===== src/rtl/htq_pkg.sv =====
package htq_pkg;
   localparam int unsigned TIME_BITS = 48;
   localparam int unsigned MAX_REPORTS = 16;

   typedef enum logic [1:0] {
      ACT_REGISTER = 2'd0,
      ACT_CANCEL   = 2'd1,
      ACT_TICK     = 2'd2,
      ACT_NONE     = 2'd3
   } action_type;

   typedef enum logic [1:0] {
      KIND_REGISTER = 2'd0,
      KIND_CANCEL   = 2'd1,
      KIND_EXPIRED  = 2'd2,
      KIND_SPARE    = 2'd3
   } kind_type;

   typedef enum logic [2:0] {
      ST_IDLE,
      ST_SCAN,
      ST_DROP,
      ST_EMIT
   } state_type;
endpackage


===== src/rtl/heap_timer_queue.sv =====
// heap_timer_queue: one-shot millisecond timer queue
// req channel: action (0 register, 1 cancel, 2 tick), duration_ms, timer_id
// rsp channel: kind, out_id, ok, last; one item per register or cancel item,
//   zero to sixteen expiry items per tick, soonest deadline first, ties to
//   the lower id, last marks the final item of each request
// register: result is valid the cycle after the request is accepted
// cancel scans every armed slot, one slot a cycle, then a drop step writes
//   its result into the output register
// a tick repeats that scan once per expiry, over the slots armed at that
//   moment, plus a closing scan that finds nothing due (skipped
//   when the queue runs empty or sixteen expiries are taken) and an emit
//   step; an expiry is held back until the next one is known, so it can carry last
// req_ready is high only while idle with the output register empty; one
//   request is worked at a time
// when the receiver stalls, a result waits in its output register; the
//   sequencer keeps scanning and stops in the drop step only while both the
//   held expiry and the output register are occupied
// reset clears time, count and id counter; slot storage is not cleared,
//   only the first count slots are ever read
module heap_timer_queue import htq_pkg::*; #(
   parameter int unsigned TIMER_SLOTS = 16,
   parameter int unsigned ID_BITS = 16
) (
   input  logic        clock,
   input  logic        reset,
   input  logic        req_valid,
   output logic        req_ready,
   input  logic [1:0]  req_action,
   input  logic [31:0] req_duration_ms,
   input  logic [15:0] req_timer_id,
   output logic        rsp_valid,
   input  logic        rsp_ready,
   output logic [1:0]  rsp_kind,
   output logic [15:0] rsp_out_id,
   output logic        rsp_ok,
   output logic        rsp_last
);
   localparam int unsigned SW = $clog2(TIMER_SLOTS);
   localparam int unsigned CW = $clog2(TIMER_SLOTS + 1);
   localparam logic [TIME_BITS-1:0] TMAX = '1;

   state_type state_ff, state_in;
   logic [TIME_BITS-1:0] now_ff, now_in;
   logic [CW-1:0] count_ff, count_in;
   logic [ID_BITS-1:0] next_ff, next_in;
   logic [SW-1:0] idx_ff, idx_in;
   logic [4:0] nrep_ff, nrep_in;
   action_type act_ff, act_in;
   logic [15:0] key_ff, key_in;
   logic rv_ff, rv_in;
   logic [1:0] rk_ff, rk_in;
   logic [15:0] rid_ff, rid_in;
   logic rok_ff, rok_in, rl_ff, rl_in;
   // expiry held back until the next one is known
   logic pend_ff, pend_in;
   logic [15:0] pid_ff, pid_in;

   // slot storage, each slot register
   logic [TIME_BITS-1:0] dl_mem [TIMER_SLOTS];
   logic [ID_BITS-1:0] id_mem [TIMER_SLOTS];
   logic wr_en;
   logic [SW-1:0] wr_addr;
   logic [TIME_BITS-1:0] wr_dl;
   logic [ID_BITS-1:0] wr_id;

   logic scan_start, found;
   logic [SW-1:0] best;
   logic [TIME_BITS-1:0] best_dl;
   logic [ID_BITS-1:0] best_id;
   logic [TIME_BITS:0] sum;
   logic [SW-1:0] end_slot;
   logic [ID_BITS-1:0] key_ext;

   assign sum = {1'b0, now_ff} + {{(TIME_BITS - 31){1'b0}}, req_duration_ms};
   assign end_slot = SW'(count_ff - CW'(1));
   assign key_ext = ID_BITS'(key_ff);

   htq_scan #(.SLOTS(TIMER_SLOTS), .IW(ID_BITS)) u_scan (
      .clock(clock), .start(scan_start), .by_id(act_ff == ACT_CANCEL),
      .key_id(key_ext), .index(idx_ff), .slot_dl(dl_mem[idx_ff]),
      .slot_id(id_mem[idx_ff]), .found(found), .best(best),
      .best_dl(best_dl), .best_id(best_id)
   );

   always_ff @(posedge clock) begin
      if (wr_en) begin
         dl_mem[wr_addr] <= wr_dl;
         id_mem[wr_addr] <= wr_id;
      end
   end

   always_ff @(posedge clock) begin
      if (reset) begin
         state_ff <= ST_IDLE;
         now_ff   <= '0;
         count_ff <= '0;
         next_ff  <= '0;
         rv_ff    <= 1'b0;
         pend_ff  <= 1'b0;
      end else begin
         state_ff <= state_in;
         now_ff   <= now_in;
         count_ff <= count_in;
         next_ff  <= next_in;
         rv_ff    <= rv_in;
         pend_ff  <= pend_in;
      end
      idx_ff  <= idx_in;
      nrep_ff <= nrep_in;
      act_ff  <= act_in;
      key_ff  <= key_in;
      rk_ff   <= rk_in;
      rid_ff  <= rid_in;
      rok_ff  <= rok_in;
      rl_ff   <= rl_in;
      pid_ff  <= pid_in;
   end

   always_comb begin
      state_in = state_ff;
      now_in = now_ff;
      count_in = count_ff;
      next_in = next_ff;
      idx_in = idx_ff;
      nrep_in = nrep_ff;
      act_in = act_ff;
      key_in = key_ff;
      rv_in = rv_ff && !rsp_ready;
      rk_in = rk_ff;
      rid_in = rid_ff;
      rok_in = rok_ff;
      rl_in = rl_ff;
      pend_in = pend_ff;
      pid_in = pid_ff;
      req_ready = 1'b0;
      wr_en = 1'b0;
      wr_addr = count_ff[SW-1:0];
      wr_dl = sum[TIME_BITS] ? TMAX : sum[TIME_BITS-1:0];
      wr_id = next_ff;
      scan_start = (idx_ff == '0);
      case (state_ff)
         ST_IDLE: begin
            req_ready = !rv_ff;
            idx_in = '0;
            nrep_in = '0;
            pend_in = 1'b0;
            if (req_valid && !rv_ff) begin
               act_in = action_type'(req_action);
               key_in = req_timer_id;
               case (action_type'(req_action))
                  ACT_REGISTER: begin
                     rv_in = 1'b1;
                     rk_in = KIND_REGISTER;
                     rl_in = 1'b1;
                     if (count_ff >= CW'(TIMER_SLOTS)) begin
                        rid_in = '0;
                        rok_in = 1'b0;
                     end else begin
                        wr_en = 1'b1;
                        count_in = count_ff + CW'(1);
                        next_in = next_ff + ID_BITS'(1);
                        rid_in = 16'(next_ff);
                        rok_in = 1'b1;
                     end
                  end
                  ACT_CANCEL: begin
                     if (count_ff == '0) begin
                        rv_in = 1'b1;
                        rk_in = KIND_CANCEL;
                        rid_in = req_timer_id;
                        rok_in = 1'b0;
                        rl_in = 1'b1;
                     end else begin
                        state_in = ST_SCAN;
                     end
                  end
                  ACT_TICK: begin
                     if (now_ff != TMAX) now_in = now_ff + TIME_BITS'(1);
                     if (count_ff != '0) state_in = ST_SCAN;
                  end
                  default: ;
               endcase
            end
         end
         ST_SCAN: begin
            // one slot per cycle through the compare unit
            if (CW'(idx_ff) == count_ff - CW'(1)) begin
               state_in = ST_DROP;
            end else begin
               idx_in = idx_ff + SW'(1);
            end
         end
         ST_DROP: begin
            // idx holds while waiting so the scan result stays put
            if (act_ff == ACT_CANCEL) begin
               if (!rv_ff || rsp_ready) begin
                  idx_in = '0;
                  rv_in = 1'b1;
                  rk_in = KIND_CANCEL;
                  rid_in = key_ff;
                  rok_in = found;
                  rl_in = 1'b1;
                  if (found) begin
                     // move the final slot into the hole
                     wr_en = 1'b1;
                     wr_addr = best;
                     wr_dl = dl_mem[end_slot];
                     wr_id = id_mem[end_slot];
                     count_in = count_ff - CW'(1);
                  end
                  state_in = ST_IDLE;
               end
            end else if (best_dl > now_ff) begin
               // nothing more due: the held expiry is the final one
               idx_in = '0;
               if (pend_ff) begin
                  state_in = ST_EMIT;
               end else begin
                  state_in = ST_IDLE;
               end
            end else if (!pend_ff || !rv_ff || rsp_ready) begin
               idx_in = '0;
               if (pend_ff) begin
                  // another expiry follows, so the held one is not last
                  rv_in = 1'b1;
                  rk_in = KIND_EXPIRED;
                  rid_in = pid_ff;
                  rok_in = 1'b1;
                  rl_in = 1'b0;
               end
               pend_in = 1'b1;
               pid_in = 16'(best_id);
               wr_en = 1'b1;
               wr_addr = best;
               wr_dl = dl_mem[end_slot];
               wr_id = id_mem[end_slot];
               count_in = count_ff - CW'(1);
               nrep_in = nrep_ff + 5'd1;
               if ((count_ff == CW'(1)) || (nrep_ff == 5'(MAX_REPORTS - 1))) begin
                  state_in = ST_EMIT;
               end else begin
                  state_in = ST_SCAN;
               end
            end
         end
         ST_EMIT: begin
            // held expiry goes out with last
            if (!rv_ff || rsp_ready) begin
               rv_in = 1'b1;
               rk_in = KIND_EXPIRED;
               rid_in = pid_ff;
               rok_in = 1'b1;
               rl_in = 1'b1;
               pend_in = 1'b0;
               state_in = ST_IDLE;
            end
         end
         default: state_in = ST_IDLE;
      endcase
   end

   assign rsp_valid  = rv_ff;
   assign rsp_kind   = rk_ff;
   assign rsp_out_id = rid_ff;
   assign rsp_ok     = rok_ff;
   assign rsp_last   = rl_ff;
endmodule


===== src/rtl/htq_scan.sv =====
// sequential scan over the slots: one compare per cycle against the best so far
module htq_scan import htq_pkg::*; #(
   parameter int unsigned SLOTS = 16,
   parameter int unsigned IW = 16
) (
   input  logic                        clock,
   input  logic                        start,
   input  logic                        by_id,
   input  logic [IW-1:0]               key_id,
   input  logic [$clog2(SLOTS)-1:0]    index,
   input  logic [TIME_BITS-1:0]        slot_dl,
   input  logic [IW-1:0]               slot_id,
   output logic                        found,
   output logic [$clog2(SLOTS)-1:0]    best,
   output logic [TIME_BITS-1:0]        best_dl,
   output logic [IW-1:0]               best_id
);
   logic                     found_ff, found_in;
   logic [$clog2(SLOTS)-1:0] best_ff, best_in;
   logic [TIME_BITS-1:0]     dl_ff, dl_in;
   logic [IW-1:0]            id_ff, id_in;
   logic                     take;

   always_comb begin
      if (by_id) begin
         take = (slot_id == key_id) && (!found_ff || slot_dl < dl_ff);
      end else begin
         take = !found_ff || slot_dl < dl_ff || (slot_dl == dl_ff && slot_id < id_ff);
      end
      if (start) begin
         take = by_id ? (slot_id == key_id) : 1'b1;
      end
      found_in = (start ? 1'b0 : found_ff) | take;
      best_in  = take ? index : best_ff;
      dl_in    = take ? slot_dl : dl_ff;
      id_in    = take ? slot_id : id_ff;
   end

   always_ff @(posedge clock) begin
      found_ff <= found_in;
      best_ff  <= best_in;
      dl_ff    <= dl_in;
      id_ff    <= id_in;
   end

   assign found   = found_ff;
   assign best    = best_ff;
   assign best_dl = dl_ff;
   assign best_id = id_ff;
endmodule

===== config.mk =====
export PLATFORM = sky130hd
export DESIGN_NAME = heap_timer_queue
export DESIGN_NICKNAME = d
export VERILOG_FILES = /design/src/rtl/htq_pkg.sv /design/src/rtl/heap_timer_queue.sv /design/src/rtl/htq_scan.sv
export SDC_FILE = /design/constraint.sdc
export NUM_CORES = 2
export LEC_CHECK = 0
export BUFFER_PORTS_ARGS = -buffer_cell sky130_fd_sc_hd__clkbuf_2
export CORE_UTILIZATION = 60
export DETAILED_ROUTE_END_ITERATION = 8
export PLACE_DENSITY = 0.73
export SLEW_MARGIN = 20
export SYNTH_ARGS = -nofsm -noshare
export SYNTH_HDL_FRONTEND = slang
export SYNTH_SLANG_ARGS = --single-unit

===== constraint.sdc =====
create_clock -name clock -period 12.6 [get_ports clock]
set_clock_uncertainty 0.15 [all_clocks]
set_input_delay 1.26 -clock clock [delete_from_list [all_inputs] [get_ports clock]]
set_output_delay 1.26 -clock clock [all_outputs]
set_load 0.05 [all_outputs]

Word-level counts from Yosys, hierarchy flattened. Memories as Yosys holds them, arrays and structs flattened. A register that Yosys moved wholly into a read port is not among the register bits. Cells that the tools add are included.

Logic and storage cells: 223. Memories kept: 2. Bits in latches: 0. Register bits: 206. Memory bits (writable): 1024. ROM bits: 0. Input port bits: 54. Output and inout port bits: 22.

Div/mod/pow operators: 0. Bitwise logic cells: 4. Reduce and logical (&&, ||, !) cells: 33. Muxes and demuxes: 122. Multipliers: 0. Equal/unequal tests: 32. Add/subtract/negate cells: 7. Order comparisons: 4. Shifts and indexed selects: 0.

Memories: dl_mem (words 16, width 48, rd ports 2, clocked after Yosys merged registers in 1, wr ports 1, RTL line heap_timer_queue.sv:59) `logic [TIME_BITS-1:0] dl_mem [TIMER_SLOTS];`; id_mem (words 16, width 16, rd ports 2, clocked after Yosys merged registers in 1, wr ports 1, RTL line heap_timer_queue.sv:60) `logic [ID_BITS-1:0] id_mem [TIMER_SLOTS];`.

Operators by type and width (number): 48-bit 2-to-1 mux (7); 16-bit 2-to-1 mux (15); 5-bit 2-to-1 mux (11); 4-bit 2-to-1 mux (13); 48-bit by 32-bit adder with 49-bit output (1); 48-bit by 1-bit adder with 48-bit output, second input constant (1); 48-bit == test (1); 48-bit > comparator (1); 48-bit less-than comparator (1); 48-bit != test, second input constant (1); 16-bit case mux with 3 select lines (1); 1-bit 2-to-1 mux (41); 16-bit case mux with 2 select lines (1); 3-bit 2-to-1 mux (8); 2-bit 2-to-1 mux (10); 5-bit case mux with 2 select lines (2); 4-bit AND reduction (5); 16-bit by 1-bit adder with 16-bit output, second input constant (1); 16-bit == test (1); 16-bit less-than comparator (1); 2-bit != test, second input constant (8); 3-bit != test, second input constant (5); 1-bit case mux with 3 select lines (4); 3-bit case mux with 4 select lines (1); other kinds (38) (61).

Logic depth before layout (Yosys ltp).
Word-level depth: 9. Mapped depth: 18. Mapped depth without buffers: 13.

Modules after synthesis. A second synthesis with hierarchy kept.

Cells, all modules: 3446. Area, all modules: 60190.2 um^2.

Modules (own cells, without submodules): heap_timer_queue (cells an instance 3123, area each 56299.0 um^2, times used 1); htq_scan (cells an instance 323, area each 3891.2 um^2, times used 1).

Worst setup path before layout. OpenSTA, ideal clock, no wires.

Kind: input port to flip-flop. From: input port req_valid. To: memory dl_mem[14][0] (enable). Buffers on the path: 1. Cell stages on the path: 7. Required time: 11.885 ns. Slack: 2.868 ns. Data arrival time: 9.017 ns. Setup time: 0.565 ns. Path through: nand2b_1 -> nor4_1 -> nand3b_1 -> nand3_4 -> or3b_1 -> buf_2 -> nor3_1.

Longest elaborated chain between the ends: 5.

RTL lines: start, declared (RTL line heap_timer_queue.sv:26) `input logic req_valid,`; 1-bit logical AND (RTL line heap_timer_queue.sv:147) `if (req_valid && !rv_ff) begin`; 1-bit 2-to-1 mux (RTL line heap_timer_queue.sv:147); 1-bit case mux with 2 select lines (RTL line heap_timer_queue.sv:141) `case (state_ff)`; 1-bit 2-to-1 mux (RTL line heap_timer_queue.sv:86) `if (wr_en) begin`; 1-bit 2-to-1 mux (not written as such) (RTL line heap_timer_queue.sv:87) `dl_mem[wr_addr] <= wr_dl;`; end, declared (RTL line heap_timer_queue.sv:59).

No other way between the ends.

==> impl_results.md <==
* Netlist cell types at 85
* DP Worst Slack at 5490 ps
* CTS Buffer Depth at 3
* Starting Density at 0.608
* Placed cell area at 62000 sq um
* Initial antenna violation count at 4
* Clk_lat worst skew at 760 ps
* Root Buffer: clkbuf_16
* LEAKAGE at 22.0 nW
* Cells after Synth at roughly 3400
* Yosys reg bits at 1234
* Final period util at 0.578
* Final antenna-violating net count at 0
* Avg Cell Area, Syn at 17.7 sq um
* DRC viols at 0
* Synth top cells by count: 1155 x edfxtp_1, 640 x mux4_2, 169 x nand2_1
* Most used flip-flop cell after synthesis: edfxtp_1
* WL final at ~160000 um
* Chip Height at about 320 um
* TritonCTS Buffers at 133
* Die area at 101000 sq um
* CP required at 12820 ps
* Worst EP arrival at 7500 ps
* Max-slew headroom at 0.213
* Sum of negative setup slack at 0 ps
* Most used cell, CP: a21oi_1
* Critical path depth at 15
* Final instance area at 66600 sq um
* Crit-path max cell delay at roughly 1000 ps
* Power, Total at 0.00924 W
* Critical path fanouts, max at 94
* DP HPWL at 96700 um
* Max Slew Vio Count at 0
* Worst path top cell family by delay: compound AO/OA/AOI/OAI gates
* Outcome: finished, final reports clean
* First-pass DRT Iterations at 9
* Syn_nets at about 3600
* Post-CTS sizing at 0
* Setup WS post-layout at 5320 ps
* Syn Std Cell Area at 60000 sq um
* DR vias/cell at 7.36
* Post-cts hold buffer count at 0
* # rows at 115
* Post-synth EDFFs at roughly 1200
* P per Cell Area at 139 nW/um^2
* Grt ovf at 0
* Layout Nets at 3692
* Total GRT Usage at 0.329
* Clock Sinks at 1234
* Reg2Reg Capture Point: u_scan.best_dl[34]$_DFFE_PP_
* Routed WL per cell at 33.6 um
* Final setup viols at 0
* Register-to-Register Path Depth at 15
* Worst Hold Class: reg -> reg
* TritonCTS clock tree: yes
* Post-synth top area share at 0.578
* Post-synthesis sequential area ratio at 0.604
* Fin. Hold Viols at 0
* Worst Tran Pin Value at between 1000 and 1500 ps
* Layout area overhead at 10.9%
* Hold path endpoint: pid_ff[4]$_DFFE_PP_
* I/O Pins at between 70 and 80
* First-pass GRT wire length at about 240000 um
* Largest cells by area after synthesis: edfxtp_1 58%, mux4_2 24%, ha_1 3.2%
* Fmax at 137 MHz
* Largest net degree at the start of global routing at around 110
* Initial drt markers at 5587
* Fin cells at between 4000 and 5000
* Layout cells sized above 1 at 0.294
* Setup bufs post-CTS at 0
* Vias at 35917
* Max rail drop VDD at 0.0998 mV
* Max Cap Viol at 0
* Yosys warning count at 0
* Crit. End Element: flop
* Ys async rst share at 0
* Cell Chain, Critical Path: buf_4, buf_12, mux4_2, mux4_2, ha_1, a21o_1, a21o_1, a21oi_1, o21ai_0, a21oi_1, a21oi_1, a211oi_1, o211ai_1, a31oi_4, buf_4
* Area leader, netlist: edfxtp_1
* CP bufs+invs at 3
* Hold wc startpoint: u_scan.best_id[4]$_DFFE_PP_
* RSZ-0062 raised after global routing: no
* Most common cell in the netlist: edfxtp_1
* GP Congestion at 0.941
* Hold Path Depth at 0
* Setup CP Type: reg -> reg
* Die W at 318 um
* Clock transition at path regs at 60 ps
* Area of the core at 98700 sq um
* H-tree Lvls at 4
* Crit-path slowest cell: dfxtp_4
* Reg2reg setup slack at between 5000 and 6000 ps
* # port buffers at 75
* CP Launch Type: flop
* Placed Cells at 4632
* Crit path time final at 7280 ps
* Vias in the first global route at 36481
## layout make-up
type,count,area (sq um)
diodes,1,2.50
clock buffers,164,3580
clock inverters,79,900
fillers,6298,32100
inverters,136,510
multi-input cells,1830,22700
flip-flops and latches,1234,36300
well taps,1287,1610
repair buffers,147,998
## flip-flops by register name (all words and copies together) (netlist names), 48 cells and up, named ones only
register        count
id_mem            256
u_scan.best_dl     48
now_ff             48
dl_mem            768
## through the flow
step / hold slack [ps] / utilization
after floorplan: 268 / -
after global placement: 279 / 0.628
after detailed placement: 283 / 0.628
after CTS: 295 / 0.674
after global routing: 321 / 0.675
final: 297 / 0.675
## worst max-delay path by stage
| stage | from | slack (ps) | endpoint |
|---|---|---|---|
| 6_report | flop | 5320 | u_scan.best_dl[34]$_DFFE_PP_ |
| 3_5_place_dp | flop | 5490 | u_scan.best_dl[29]$_DFFE_PP_ |
| 5_1_grt | flop | 5190 | u_scan.best_dl[33]$_DFFE_PP_ |
| 4_1_cts | flop | 5440 | u_scan.best_dl[19]$_DFFE_PP_ |
| 2_1_floorplan | req_valid | 2870 | dl_mem[14][0]$_DFFE_PP_ |
| 3_3_place_gp | flop | 5630 | u_scan.best_dl[29]$_DFFE_PP_ |
## where the power goes
group	switching [W]	internal, W	leakage [nW]	total (W)
clock network	0.00162	0.00240	2.20	0.00402
registers	0.0000443	0.00451	11.9	0.00456
logic	0.000383	0.000286	7.97	0.000669
total	0.00205	0.00719	22.0	0.00924
## per-layer routing
| metal | routed length (um) | GRT usage | part of all wire | up-vias |
|---|---|---|---|---|
| met1 | 61000 | 0.461 | 0.37 | 18627 |
| met5 | 8 | 0 | 0.000049 | - |
| met2 | 77400 | 0.508 | 0.47 | 2640 |
| met3 | 19600 | 0.0784 | 0.12 | 360 |
| met4 | 5830 | 0.125 | 0.036 | 2 |
| li1 | - | - | - | 14288 |
## kinds of logic after synthesis
logic type                 count (synthesis)  synth area share
DFF                                     1234             0.604
muxes                                    647             0.242
and+or+nand+nor                          563            0.0466
AOI/OAI and AO/OA                        354            0.0374
buffers and inverters                    337            0.0217
adders and majority gates                156            0.0326
xor gates and xnor gates                 109            0.0159
other                                      1         0.0000625
## placed cells by master (no fill, tap or decap), drive strengths merged, types with 72 or more instances in the layout
cell    netlist  layout
a21oi       139     139
ha          155     155
dfxtp        79      79
mux4        640     640
nor2        147     147
xnor2        80      80
edfxtp     1155    1155
buf          60      72
nand2       169     169
clkbuf      141     239
inv         135     143
No activity file was read; power rests on OpenSTA's default activity.
